**src/rtl/core/bfsa_pkg.sv**
```systemverilog
// Shared types and constants of the bitmap free-slot allocator.
package bfsa_pkg;

    // Request kinds.
    localparam logic KIND_FIND  = 1'b0;
    localparam logic KIND_WRITE = 1'b1;

    // Result status codes.
    localparam logic [1:0] ST_OK    = 2'd0;
    localparam logic [1:0] ST_FULL  = 2'd1;
    localparam logic [1:0] ST_RANGE = 2'd2;

    // Slot 0 of a byte sits in its most significant bit.
    localparam logic [7:0] TOP_BIT    = 8'h80;
    localparam logic [7:0] EMPTY_BYTE = 8'h00;

    // Size register width and its value after reset.
    localparam int unsigned SIZE_W = 9;
    localparam logic [SIZE_W-1:0] SIZE_RESET = 9'd256;

    // Controller states.
    typedef enum logic [2:0] {
        S_CLEAR,
        S_IDLE,
        S_FIND,
        S_WR_RD,
        S_WR_MOD,
        S_HOLD
    } t_state;

    // Outcome of checking one map byte during a find.
    typedef struct packed {
        logic       hit;     // a free slot below the size lies in this byte
        logic       last;    // no slot in use lies beyond this byte
        logic [2:0] offset;  // position of the first free slot in the byte
    } t_scan_res;

endpackage

```
**src/rtl/core/bitmap_free_slot_allocator.sv**
```systemverilog
// Top level of the bitmap free-slot allocator: controller, map store and scanner.
//
// Usage: a request word (kind, bit_value, bit_index) enters on the input channel
// and exactly one result word (free_index, status) leaves on the output channel.
// A find walks the map store one byte per cycle from slot 0 and answers with the
// lowest free slot below the size in use (status ok) or status full. A write
// sets or clears one slot through a read-modify-write of its byte; an index at
// or beyond the size in use changes nothing and answers status range.
// One request is in work at a time. A find reads and checks the bytes in address
// order and stops at the first byte with a free slot or with no slot in use
// beyond it. A write reads its byte, then modifies and writes it back; an
// out-of-range write goes straight to its result. The single read port of the
// map store reads one byte per cycle. After reset the map store is cleared one
// byte per cycle, with no request taken; size writes are taken at any time.
// When the receiver stalls, the result stays in the output register and a
// second result waits in a holding register until the first one is taken.
module bitmap_free_slot_allocator #(
    parameter int unsigned MAP_BITS = 256
) (
    input  logic       i_clk,
    input  logic       i_rst_n,
    // Request channel.
    input  logic       i_in_valid,
    output logic       o_in_ready,
    input  logic       i_kind,
    input  logic       i_bit_value,
    input  logic [7:0] i_bit_index,
    // Result channel.
    output logic       o_out_valid,
    input  logic       i_out_ready,
    output logic [7:0] o_free_index,
    output logic [1:0] o_status,
    // Size register write channel.
    input  logic       i_cfg_valid,
    output logic       o_cfg_ready,
    input  logic [8:0] i_cfg_size_in_use
);

    localparam int unsigned MAP_BYTES = (MAP_BITS + 7) / 8;
    localparam int unsigned AW = (MAP_BYTES > 1) ? $clog2(MAP_BYTES) : 1;
    localparam int unsigned LW = $clog2(MAP_BITS + 1);
    localparam int unsigned CW = (LW > bfsa_pkg::SIZE_W) ? LW : bfsa_pkg::SIZE_W;
    localparam int unsigned KW = (CW > AW + 4) ? CW : AW + 4;
    localparam logic [AW-1:0] LAST_ADDR = AW'(MAP_BYTES - 1);

    bfsa_pkg::t_state r_state, n_state;

    logic [bfsa_pkg::SIZE_W-1:0] r_size;
    logic [AW-1:0]               r_addr, n_addr;
    logic                        r_chk_valid, n_chk_valid;
    logic [AW-1:0]               r_chk_addr, n_chk_addr;
    logic [2:0]                  r_bit_off, n_bit_off;
    logic                        r_bit_value, n_bit_value;
    logic [7:0]                  r_res_index, n_res_index;
    logic [1:0]                  r_res_status, n_res_status;
    logic                        r_out_valid, n_out_valid;
    logic [7:0]                  r_out_index, n_out_index;
    logic [1:0]                  r_out_status, n_out_status;

    logic                        in_accept;
    logic                        out_free;
    logic [CW-1:0]               size_ext;
    logic [KW-1:0]               limit;
    logic [KW-1:0]               base;
    logic [KW-1:0]               found;
    logic [15:0]                 index_wide;
    logic [AW-1:0]               wr_byte;
    logic [7:0]                  bit_mask;
    logic                        mem_we;
    logic [7:0]                  mem_wdata;
    logic [7:0]                  mem_rdata;
    bfsa_pkg::t_scan_res         scan;

    // Handshakes.
    assign o_in_ready  = (r_state == bfsa_pkg::S_IDLE);
    assign in_accept   = i_in_valid && o_in_ready;
    assign o_cfg_ready = 1'b1;
    assign out_free    = !r_out_valid || i_out_ready;

    // Size in use, capped at the map size.
    assign size_ext = CW'(r_size);
    assign limit    = (size_ext > CW'(MAP_BITS)) ? KW'(MAP_BITS) : KW'(size_ext);

    // Byte and bit of a written slot.
    assign index_wide = {8'h00, i_bit_index};
    assign wr_byte    = index_wide[AW+2:3];
    assign bit_mask   = bfsa_pkg::TOP_BIT >> r_bit_off;

    // First slot of the byte under check and the slot found in it.
    assign base  = KW'({r_chk_addr, 3'b000});
    assign found = base + KW'(scan.offset);

    bfsa_mem #(
        .DEPTH (MAP_BYTES),
        .AW    (AW)
    ) u_mem (
        .i_clk   (i_clk),
        .i_we    (mem_we),
        .i_waddr (r_addr),
        .i_wdata (mem_wdata),
        .i_raddr (r_addr),
        .o_rdata (mem_rdata)
    );

    bfsa_scan #(
        .KW (KW)
    ) u_scan (
        .i_byte  (mem_rdata),
        .i_base  (base),
        .i_limit (limit),
        .o_res   (scan)
    );

    // State register.
    always_ff @(posedge i_clk) begin
        if (!i_rst_n) begin
            r_state <= bfsa_pkg::S_CLEAR;
        end else begin
            r_state <= n_state;
        end
    end

    // Next state, store access and result capture.
    always_comb begin
        n_state      = r_state;
        n_addr       = r_addr;
        n_chk_valid  = r_chk_valid;
        n_chk_addr   = r_chk_addr;
        n_bit_off    = r_bit_off;
        n_bit_value  = r_bit_value;
        n_res_index  = r_res_index;
        n_res_status = r_res_status;
        n_out_valid  = r_out_valid;
        n_out_index  = r_out_index;
        n_out_status = r_out_status;
        mem_we       = 1'b0;
        mem_wdata    = bfsa_pkg::EMPTY_BYTE;

        if (r_out_valid && i_out_ready) begin
            n_out_valid = 1'b0;
        end

        case (r_state)
            bfsa_pkg::S_CLEAR: begin
                mem_we = 1'b1;
                n_addr = r_addr + 1'b1;
                if (r_addr == LAST_ADDR) begin
                    n_state = bfsa_pkg::S_IDLE;
                end
            end
            bfsa_pkg::S_IDLE: begin
                if (in_accept) begin
                    if (i_kind == bfsa_pkg::KIND_FIND) begin
                        n_addr      = '0;
                        n_chk_valid = 1'b0;
                        n_state     = bfsa_pkg::S_FIND;
                    end else if (KW'(i_bit_index) >= limit) begin
                        n_res_index  = 8'd0;
                        n_res_status = bfsa_pkg::ST_RANGE;
                        n_state      = bfsa_pkg::S_HOLD;
                    end else begin
                        n_addr      = wr_byte;
                        n_bit_off   = i_bit_index[2:0];
                        n_bit_value = i_bit_value;
                        n_state     = bfsa_pkg::S_WR_RD;
                    end
                end
            end
            bfsa_pkg::S_FIND: begin
                // Issue the next byte read while checking the byte read before.
                n_addr      = r_addr + 1'b1;
                n_chk_valid = 1'b1;
                n_chk_addr  = r_addr;
                if (r_chk_valid) begin
                    if (scan.hit) begin
                        n_res_index  = found[7:0];
                        n_res_status = bfsa_pkg::ST_OK;
                        n_chk_valid  = 1'b0;
                        n_state      = bfsa_pkg::S_HOLD;
                    end else if (scan.last) begin
                        n_res_index  = 8'd0;
                        n_res_status = bfsa_pkg::ST_FULL;
                        n_chk_valid  = 1'b0;
                        n_state      = bfsa_pkg::S_HOLD;
                    end
                end
            end
            bfsa_pkg::S_WR_RD: begin
                n_state = bfsa_pkg::S_WR_MOD;
            end
            bfsa_pkg::S_WR_MOD: begin
                mem_we       = 1'b1;
                mem_wdata    = r_bit_value ? (mem_rdata | bit_mask) : (mem_rdata & ~bit_mask);
                n_res_index  = 8'd0;
                n_res_status = bfsa_pkg::ST_OK;
                n_state      = bfsa_pkg::S_HOLD;
            end
            bfsa_pkg::S_HOLD: begin
                if (out_free) begin
                    n_out_valid  = 1'b1;
                    n_out_index  = r_res_index;
                    n_out_status = r_res_status;
                    n_state      = bfsa_pkg::S_IDLE;
                end
            end
            default: begin
                n_state = bfsa_pkg::S_IDLE;
            end
        endcase
    end

    // Control registers.
    always_ff @(posedge i_clk) begin
        if (!i_rst_n) begin
            r_size      <= bfsa_pkg::SIZE_RESET;
            r_addr      <= '0;
            r_chk_valid <= 1'b0;
            r_out_valid <= 1'b0;
        end else begin
            if (i_cfg_valid && o_cfg_ready) begin
                r_size <= i_cfg_size_in_use;
            end
            r_addr      <= n_addr;
            r_chk_valid <= n_chk_valid;
            r_out_valid <= n_out_valid;
        end
    end

    // Payload registers.
    always_ff @(posedge i_clk) begin
        r_chk_addr   <= n_chk_addr;
        r_bit_off    <= n_bit_off;
        r_bit_value  <= n_bit_value;
        r_res_index  <= n_res_index;
        r_res_status <= n_res_status;
        r_out_index  <= n_out_index;
        r_out_status <= n_out_status;
    end

    assign o_out_valid  = r_out_valid;
    assign o_free_index = r_out_index;
    assign o_status     = r_out_status;

    // A request is taken only once the previous one has left the controller.
    a_one_in_flight: assert property (@(posedge i_clk) disable iff (!i_rst_n)
        in_accept |=> !o_in_ready)
        else $error("request accepted while another is in work");

    // The map store is written only by the clearing pass and by a write request.
    a_store_write: assert property (@(posedge i_clk) disable iff (!i_rst_n)
        mem_we |-> (r_state == bfsa_pkg::S_CLEAR || r_state == bfsa_pkg::S_WR_MOD))
        else $error("map store written outside clear or modify");

    // A write at or beyond the size in use goes straight to the hold state with status range.
    a_range_write: assert property (@(posedge i_clk) disable iff (!i_rst_n)
        (in_accept && i_kind == bfsa_pkg::KIND_WRITE && KW'(i_bit_index) >= limit)
        |=> (r_state == bfsa_pkg::S_HOLD && r_res_status == bfsa_pkg::ST_RANGE))
        else $error("out-of-range write not flagged");

    // Byte data is checked only while a find is running.
    a_check_in_find: assert property (@(posedge i_clk) disable iff (!i_rst_n)
        r_chk_valid |-> (r_state == bfsa_pkg::S_FIND))
        else $error("byte check pending outside a find");

endmodule

```
**src/rtl/core/bfsa_mem.sv**
```systemverilog
// Byte-wide map storage with one write port and one registered read port.
module bfsa_mem #(
    parameter int unsigned DEPTH = 32,
    parameter int unsigned AW    = 5
) (
    input  logic          i_clk,
    input  logic          i_we,
    input  logic [AW-1:0] i_waddr,
    input  logic [7:0]    i_wdata,
    input  logic [AW-1:0] i_raddr,
    output logic [7:0]    o_rdata
);

    logic [7:0] r_mem [DEPTH];
    logic [7:0] r_rdata;

    // Write port.
    always_ff @(posedge i_clk) begin
        if (i_we) begin
            r_mem[i_waddr] <= i_wdata;
        end
    end

    // Registered read port.
    always_ff @(posedge i_clk) begin
        r_rdata <= r_mem[i_raddr];
    end

    assign o_rdata = r_rdata;

endmodule

```
**src/rtl/core/bfsa_scan.sv**
```systemverilog
// Finds the first free slot in one map byte, bounded by the size in use.
module bfsa_scan #(
    parameter int unsigned KW = 10
) (
    input  logic [7:0]          i_byte,
    input  logic [KW-1:0]       i_base,
    input  logic [KW-1:0]       i_limit,
    output bfsa_pkg::t_scan_res o_res
);

    logic [KW-1:0] avail;
    logic [7:0]    free;

    // Slots of this byte that still lie below the size in use.
    assign avail = (i_limit > i_base) ? (i_limit - i_base) : '0;

    // A slot is free when its bit is clear and it is in use.
    always_comb begin
        for (int j = 0; j < 8; j++) begin
            free[j] = !i_byte[7-j] && (KW'(j) < avail);
        end
    end

    // Priority pick of the lowest free slot.
    always_comb begin
        o_res.hit    = |free;
        o_res.last   = (avail <= KW'(8));
        o_res.offset = 3'd0;
        for (int j = 7; j >= 0; j--) begin
            if (free[j]) begin
                o_res.offset = 3'(j);
            end
        end
    end

endmodule
```
**config.mk**
```make
export PLATFORM = sky130hd
export DESIGN_NAME = bitmap_free_slot_allocator
export DESIGN_NICKNAME = d
export VERILOG_FILES = /design/src/rtl/core/bfsa_pkg.sv /design/src/rtl/core/bitmap_free_slot_allocator.sv /design/src/rtl/core/bfsa_mem.sv /design/src/rtl/core/bfsa_scan.sv
export SDC_FILE = /design/constraint.sdc
export NUM_CORES = 1
export LEC_CHECK = 0
export BUFFER_PORTS_ARGS = -buffer_cell sky130_fd_sc_hd__buf_2
export CAP_MARGIN = 5
export CORE_ASPECT_RATIO = 0.7
export CORE_MARGIN = 4
export CORE_UTILIZATION = 39
export CTS_BUF_LIST = sky130_fd_sc_hd__clkbuf_4 sky130_fd_sc_hd__clkbuf_8
export CTS_CLUSTER_DIAMETER = 80
export DETAILED_ROUTE_END_ITERATION = 7
export GPL_ROUTABILITY_DRIVEN = 0
export GPL_TIMING_DRIVEN = 0
export PLACE_DENSITY = 0.54
export SLEW_MARGIN = 20
export SYNTH_ARGS = -nofsm -noshare
export SYNTH_HDL_FRONTEND = slang
export SYNTH_SLANG_ARGS = --single-unit
```
**constraint.sdc**
```tcl
create_clock -name i_clk -period 4 [get_ports i_clk]
set_input_delay 0.8 -clock i_clk [delete_from_list [all_inputs] [get_ports i_clk]]
set_output_delay 0.8 -clock i_clk [all_outputs]
set_load 0.05 [all_outputs]
```
==> summary.md, run 1 <==
| Metric | Value |
|---|---|
| First-pass GRT wire length | `47600 um` |
| Peak clock frequency supported by timing | `0.263 GHz` |
| Horiz. Die Dim | `225 um` |
| Post-synthesis simple-gate area fraction | `7.46%` |
| Status | `complete, no violations` |
| Number of routed nets with antenna violations | `0` |
| Cell Chain, Critical Path | `buf_2 > inv_1 > clkbuf_2 > nand2_1 > ha_1 > inv_1 > fa_1 > xor2_1 > nor2_1 > o221ai_2 > o31ai_2 > o2111ai_4 > nor4_4 > o31ai_1` |
| Worst path buffer plus inverter count | `4` |
| Synth Instances | `753` |
| Max Fanout on Critical Path | `10` |
| First-pass detailed-route iteration total | `5` |
| HPWL after detailed placement | `22300 um` |
| Final min period | `3.81 ns` |
| RSZ-0062 raised after global routing | `no` |
| Number of nets in the synthesized netlist | `797` |
| Worst reg-to-reg path cell count | `14` |
| Critical path's slowest cell | `nor4_4` |
| Fraction of synthesized area in multiplexers | `12.5%` |
| Number of standard-cell rows in the floorplan | `55` |
| Compound-cell area share of the yosys netlist | `5.45%` |
| Clk pin slew, worst setup/hold paths | `0.06 ns` |
| Final Skew | `0.0183 ns` |
| RR Startpoint | `r_size[8]` |
| Most prevalent standard cell on the critical path | `inv_1` |
| Finish-stage setup viols | `0` |
| Pins over their slew limit | `0` |
| Number of cells on the critical path | `14` |
| CTS tree | `yes` |
| Number of antenna violations at the first check in global routing | `0` |
| Share of power burned in registers | `54.9%` |
| Distinct cell type count after synthesis | `61` |
| Avg Synthesized Cell Area | `17.1 sq um` |
| Layout net count | `886` |
| Crit start category | `register` |
| Number of buffers created by CTS | `47` |
| WP data required | `4.44 ns` |
| Post-synthesis instance area | `0.0129 sq mm` |
| Average vias per placed instance | `5.68` |
| Initial DRC count | `893` |
| Final routed wirelength across all metal layers | `32600 um` |
| Worst flop-to-flop path endpoint | `r_state[2]` |
| Largest net degree at the start of global routing | `33` |
| Clk sinks | `312` |
| WS Path Type | `register to register` |
| Fraction of the mapped netlist area in adder cells | `2.00%` |
| Combinational share of power | `6.7%` |
| Synth-to-layout area growth | `14.6%` |
| Worst min-delay path category | `input pin to register` |
| Setup_tns | `0 ns` |
| Leakage power of the design | `0.00446 uW` |
| Buffer depth of the longest clock path | `3` |
| Number of buffers inserted for hold repair after clock tree synthesis | `0` |
| Data arrival time of the critical path | `4.24 ns` |
| Worst setup path endpoint | `r_state[2]` |
| Number of filler instances in the final layout | `2821` |
| Flop2flop setup slack | `0.19 ns` |
| Tightest Pin Transition | `1.03 ns` |
| Share of synthesized flip-flops with an asynchronous set or reset | `0%` |
| Synthesis Warnings | `0` |
| Max_slew headroom | `31.3%` |
| Dominant combinational cell family by area after synthesis | `multiplexers` |
| Placed cell area | `0.0138 sq mm` |
| Detail-routed net length per standard cell | `25.0 um` |
| Switching Share | `23.5%` |
| Vias after detailed routing | `7418` |
| # DRC | `0` |
| Switching power | `1540 uW` |
| Worst setup slack after placement | `-0.296 ns` |
| Vias in the first global route | `7396` |
| Power density normalized to cell area | `445 mW/mm^2` |
| Final Worst Setup Slack | `0.193 ns` |
| Clock insertion delay at the later pin of the skew report | `0.59 ns` |
| Cell Int Power | `5030 uW` |
| Worst setup path startpoint | `r_size[8]` |
| Maximum VDD drop | `0.287 mV` |
| Num ports | `37` |
| Crit path capture type | `register` |
| Design area | `0.0148 sq mm` |
| Total routing resource utilization after global routing | `18.0%` |
| CTS root buffer | `clkbuf_8` |
| Cell family contributing the most delay on the critical path | `compound AO/OA/AOI/OAI gates` |
| Max-cap check violation count | `0` |
| Total inserted antenna cells | `0` |
| Xor and xnor area share after synthesis | `0.0680%` |
| Clock group share of total power | `38.4%` |
| Most frequently used flop master after synthesis | `edfxtp_1` |
| Utilization after layout | `45.5%` |
| Number of failing hold endpoints at the final stage | `0` |
| DIE AREA | `0.0360 sq mm` |
| Share of the clock period used by the worst path after layout | `95.2%` |
| Initial core utilization | `39.7%` |
| Die Height | `160 um` |
| FF+latch count, synth | `312` |
| Largest stage delay, worst path | `0.52 ns` |
| PortBufs | `34` |
| H-Tree Level Count | `2` |
| Core area | `0.0324 sq mm` |
| Share of the yosys chip area belonging to registers | `70.7%` |
| Layout cell share with drive strength beyond 1 | `25.3%` |
| Leftover overflow at the end of global routing | `0` |
| EDFF count, synth | `285` |
-- power groups by stage --
stage               Clock [uW]  Combinational [uW]  Sequential (uW)
floorplan                    0                 269             3660
finish                    2530                 439             3610
global placement             0                 413             3670
global route              2730                 465             3610
detailed placement           0                 425             3670
CTS                       2590                 426             3600
-- state kept, by name (all words and copies together) (netlist names) --
| register | count |
|---|---|
| u_mem.r_mem | 256 |
| r_size | 9 |
| o_free_index | 8 |
| r_res_index | 8 |
| u_mem.o_rdata | 8 |
| r_addr | 5 |
| r_chk_addr | 5 |
| r_bit_off | 3 |
| r_state | 3 |
| o_status | 2 |
| r_res_status | 2 |
| o_out_valid | 1 |
| r_bit_value | 1 |
| r_chk_valid | 1 |
-- worst min-delay path by stage --
| stage | startpoint | endpoint | slack (ns) | cells after the start |
|---|---|---|---|---|
| after global routing | i_bit_value | r_bit_value | 0.39 | 1 |
| after CTS | i_bit_value | r_bit_value | 0.38 | 1 |
| after global placement | r_res_status[1] | o_status[1] | 0.41 | 0 |
| final | i_bit_value | r_bit_value | 0.42 | 1 |
| after detailed placement | r_res_index[7] | o_free_index[7] | 0.40 | 0 |
| after floorplan | r_res_index[0] | o_free_index[0] | 0.40 | 0 |
-- synthesized netlist by cell type, types with 2 or more instances --
cell / instances / area share [%]
a21boi_1: 2 / 0.12
ha_1: 19 / 1.8
nand3b_1: 5 / 0.29
a311oi_1: 3 / 0.20
a22oi_1: 32 / 1.9
mux2i_1: 17 / 1.3
nor4_2: 2 / 0.19
o31ai_1: 3 / 0.17
nor4b_1: 2 / 0.14
nor2b_1: 7 / 0.34
o31ai_2: 2 / 0.19
nand2b_1: 8 / 0.39
edfxtp_1: 285 / 66
nand2_1: 37 / 1.1
o21a_1: 3 / 0.17
buf_1: 8 / 0.23
inv_1: 22 / 0.64
o211ai_1: 3 / 0.17
nor3b_1: 4 / 0.23
clkbuf_1: 20 / 0.58
o31a_1: 3 / 0.20
dfxtp_1: 27 / 4.2
and3b_1: 4 / 0.27
nor2_1: 67 / 2.0
nor3_1: 6 / 0.23
nand4_1: 11 / 0.53
nor4_1: 2 / 0.097
buf_2: 7 / 0.27
o21ai_0: 12 / 0.47
a31oi_1: 3 / 0.15
nand3_1: 8 / 0.31
a2111o_1: 2 / 0.17
and2_1: 8 / 0.39
a21oi_1: 12 / 0.47
mux4_2: 64 / 11
and3_1: 6 / 0.29
or2_2: 3 / 0.15
-- layout make-up --
class	count	area (sq um)	share of cell area, %
Tap cell	427	534	3.62
Clock buffer	63	792	5.37
Sequential cell	312	9100	61.7
Timing Repair Buffer	40	304	2.06
Buffer	36	150	1.02
Clock inverter	23	119	0.805
Inverter	22	82.6	0.560
Multi-Input combinational cell	383	3680	24.9
-- per-layer routing --
| layer | track usage [%] | vias to the layer above | wire [um] |
|---|---|---|---|
| met5 | 0 | - | 0 |
| li1 | - | 3183 | - |
| met2 | 25.2 | 309 | 14000 |
| met3 | 5.22 | 58 | 2980 |
| met1 | 27.6 | 3868 | 15000 |
| met4 | 4.59 | 0 | 671 |
-- what timing repair did --
item                                    CTS  global route
gates resized for setup                   3             6
setup buffers                             1             0
pin swaps                                 1             1
endpoints found under the hold margin     0             0
gates cloned                              0             0
endpoints found under the setup margin   10            13
-- stage by stage --
stage | power (uW) | hold slack, ns | instances
CTS | 6620 | 0.384 | 1306
global route | 6800 | 0.385 | 1306
floorplan | 3920 | 0.400 | 753
finish | 6570 | 0.417 | 1306
global placement | 4080 | 0.405 | 1214
detailed placement | 4100 | 0.405 | 1219
-- layout by cell type (no fill, tap or decap), drive strengths merged, types with 12 or more instances in the layout --
cell | synthesis | layout
edfxtp | 285 | 285
clkbuf | 20 | 83
nor2 | 67 | 67
mux4 | 64 | 64
buf | 16 | 56
nand2 | 37 | 37
a22oi | 32 | 32
dfxtp | 27 | 27
inv | 22 | 24
ha | 19 | 19
clkinv | 0 | 19
mux2i | 17 | 17
o21ai | 13 | 13
a21oi | 12 | 12
-- kinds of logic (layout without fill, tap and decap cells) --
family	count (synthesis)	count (layout)
multiplexers	81	81
XOR/XNOR	1	1
other	1	1
AND/OR/NAND/NOR	186	186
buffers and inverters	58	184
flip-flops	312	312
AO/OA/AOI/OAI	94	94
adder cells (fa/ha/maj)	20	20
Note: power is estimated with default switching activity, not from simulation.
==> inputs of run 2 (changes only) <==
--- a/config.mk
+++ b/config.mk
@@ -5,7 +5,6 @@
 export SDC_FILE = /design/constraint.sdc
 export NUM_CORES = 1
 export LEC_CHECK = 0
-export BUFFER_PORTS_ARGS = -buffer_cell sky130_fd_sc_hd__buf_2
 export CAP_MARGIN = 5
 export CORE_ASPECT_RATIO = 0.7
 export CORE_MARGIN = 4
@@ -13,9 +12,10 @@
 export CTS_BUF_LIST = sky130_fd_sc_hd__clkbuf_4 sky130_fd_sc_hd__clkbuf_8
 export CTS_CLUSTER_DIAMETER = 80
 export DETAILED_ROUTE_END_ITERATION = 7
+export DONT_BUFFER_PORTS = 1
 export GPL_ROUTABILITY_DRIVEN = 0
 export GPL_TIMING_DRIVEN = 0
-export PLACE_DENSITY = 0.54
+export PLACE_DENSITY = 0.53
 export SLEW_MARGIN = 20
 export SYNTH_ARGS = -nofsm -noshare
 export SYNTH_HDL_FRONTEND = slang
==> summary.md, run 2 (synthesized netlist as in run 1, its figures left out) <==
| Metric | Value |
|---|---|
| Clk sinks | `312 (unchanged)` |
| Layout cell share with drive strength beyond 1 | `21.2% (-4.1 points)` |
| Clock insertion delay at the later pin of the skew report | `0.60 ns (about the same)` |
| Commonest non-fill, non-tap cells in the layout | `edfxtp_1 (285), mux4_2 (64), nor2_1 (59)` |
| Core area | `0.0324 sq mm (unchanged)` |
| Finish-stage setup viols | `0 (unchanged)` |
| Most common cell after layout, fill and taps aside | `edfxtp_1` |
| Share of the clock period used by the worst path after layout | `98.7% (+3.5 points)` |
| Max Fanout on Critical Path | `10 (unchanged)` |
| Num ports | `37 (unchanged)` |
| Crit start category | `register` |
| Max-cap check violation count | `0 (unchanged)` |
| WS Path Type | `register to register` |
| Worst path buffer plus inverter count | `5 (+1)` |
| Status | `complete, no violations` |
| Initial DRC count | `836 (-6.4%)` |
| Number of buffers created by CTS | `47 (unchanged)` |
| Vias after detailed routing | `7228 (-2.6%)` |
| Worst min-delay path category | `input pin to register` |
| Vias in the first global route | `7172 (-3.0%)` |
| Data arrival time of the critical path | `4.27 ns (+0.03 ns)` |
| Largest net degree at the start of global routing | `33 (unchanged)` |
| Utilization after layout | `45.2% (-0.36 points)` |
| CTS root buffer | `clkbuf_8` |
| Pins over their slew limit | `0 (unchanged)` |
| Hold Crit Start | `i_bit_value` |
| Clk pin slew, worst setup/hold paths | `0.07 ns (about the same)` |
| Worst setup path startpoint | `r_size[8]` |
| Leakage power of the design | `0.00433 uW (-3.1%)` |
| DIE AREA | `0.0360 sq mm (unchanged)` |
| Tightest Pin Transition | `1.12 ns (+0.0923 ns)` |
| Number of buffers inserted for hold repair after clock tree synthesis | `0 (unchanged)` |
| First-pass GRT wire length | `47500 um (-0.35%)` |
| Final min period | `3.95 ns (+0.139 ns)` |
| Number of routed nets with antenna violations | `0 (unchanged)` |
| Final Skew | `0.0367 ns (+0.0184 ns)` |
| Power density normalized to cell area | `455 mW/mm^2 (+2.1%)` |
| Switching power | `1530 uW (-0.76%)` |
| Clock group share of total power | `39.3% (+0.9 points)` |
| Largest Register | `u_mem.r_mem` |
| Combinational share of power | `6.5% (-0.2 points)` |
| Synth-to-layout area growth | `13.8%` |
| Peak clock frequency supported by timing | `0.253 GHz (-3.5%)` |
| Max_slew headroom | `25.0% (-6.3 points)` |
| Die Height | `160 um (unchanged)` |
| Min Hold Slack | `0.320 ns (-0.0963 ns)` |
| H-Tree Level Count | `2 (unchanged)` |
| Design area | `0.0146 sq mm (-0.78%)` |
| CTS tree | `yes` |
| Cell Int Power | `5130 uW (+2.0%)` |
| Buffer depth of the longest clock path | `3 (unchanged)` |
| Detail-routed net length per standard cell | `25.7 um (+2.7%)` |
| Cell Chain, Critical Path | `buf_2 > inv_1 > clkbuf_2 > nand2_1 > inv_1 > ha_1 > and3b_4 > nor3_1 > o221ai_4 > o31ai_1 > o21ai_2 > nor4_4 > nor3_4 > buf_12` |
| Max FFs per register | `256 (unchanged)` |
| Most prevalent standard cell on the critical path | `inv_1` |
| Total inserted antenna cells | `0 (unchanged)` |
| Critical path's slowest cell | `nor4_4` |
| Switching Share | `23.0% (-0.48 points)` |
| WP data required | `4.33 ns (-0.11 ns)` |
| Layout net count | `852 (-3.8%)` |
| Average vias per placed instance | `5.68 (about the same)` |
| Number of antenna violations at the first check in global routing | `0 (unchanged)` |
| Leftover overflow at the end of global routing | `0 (unchanged)` |
| Registers with the highest flip-flop counts | `u_mem.r_mem x256, r_size x9` |
| First-pass detailed-route iteration total | `5 (unchanged)` |
| Share of power burned in registers | `54.2% (-0.7 points)` |
| Horiz. Die Dim | `225 um (unchanged)` |
| HPWL after detailed placement | `22100 um (-0.99%)` |
| Flop2flop setup slack | `0.05 ns (-0.14 ns)` |
| PortBufs | `0 (-100%)` |
| Cell family contributing the most delay on the critical path | `simple AND/OR/NAND/NOR gates` |
| Number of standard-cell rows in the floorplan | `55 (unchanged)` |
| Total routing resource utilization after global routing | `17.9% (-0.049 points)` |
| Maximum VDD drop | `0.274 mV (-4.6%)` |
| Final routed wirelength across all metal layers | `32700 um (about the same)` |
| Initial core utilization | `39.7% (unchanged)` |
| # DRC | `0 (unchanged)` |
| Number of filler instances in the final layout | `2788 (-1.2%)` |
| Placed cell area | `0.0136 sq mm (-1.3%)` |
| Number of failing hold endpoints at the final stage | `0 (unchanged)` |
| Largest stage delay, worst path | `0.39 ns (-0.13 ns)` |
| RR Startpoint | `r_size[8]` |
| Crit path capture type | `register` |
[run 2: cell types whose count changed in the layout (fill, tap and decap cells not counted), sizes merged]
cell	before	now
buf	56	22
bufinv	0	3
clkbuf	83	78
clkinv	19	22
clkinvlp	2	1
[run 2: per-layer routing]
| layer | vias to the layer above | track usage (%) | share of wire [%] |
|---|---|---|---|
| met3 | 44 | 4.89 | 7.2 |
| li1 | 3121 | - | - |
| met1 | 3801 | 28.4 | 48 |
| met5 | - | 0 | 0 |
| met4 | 0 | 4.32 | 1.5 |
| met2 | 262 | 24.6 | 43 |
[run 2: power groups by stage]
stage	Combinational (uW)	Sequential, uW	Clock, uW
final	432	3610	2620
after global routing	459	3610	2830
after CTS	412	3610	2680
after detailed placement	410	3670	0
after global placement	400	3670	0
after floorplan	269	3660	0
[run 2: final cells by class]
type / count / area [sq um] / area share (%)
Buffer: 36 / 150 / 1.03
Tap cell: 427 / 534 / 3.65
Timing Repair Buffer: 6 / 123 / 0.837
Multi-Input combinational cell: 383 / 3720 / 25.4
Clock buffer: 58 / 729 / 4.98
Clock inverter: 28 / 205 / 1.40
Inverter: 22 / 82.6 / 0.564
Sequential cell: 312 / 9100 / 62.1
[run 2: repair_timing]
item	in CTS	in global routing
gates resized for setup	3	11
buffers inserted	1	1
hold endpoints to repair	0	0
pin swaps	1	2
setup endpoints to repair	10	14
[run 2: final timing paths]
check / end / cells after the start
worst min register to register: o_free_index[3] / 0
worst max register to register: r_res_index[3] / 14
worst max-delay path: r_res_index[3] / 14
worst min-delay path: r_bit_value / 0
[run 2: stage by stage]
stage	setup TNS, ns	cells	total power [uW]	setup slack, ns
finish	0	1272	6660	0.0539
global route	-0.578	1272	6900	-0.0609
CTS	0	1271	6700	0.0676
detailed placement	-3.66	1184	4080	-0.366
global placement	-7.10	1180	4070	-0.710
floorplan	0	753	3920	0.340
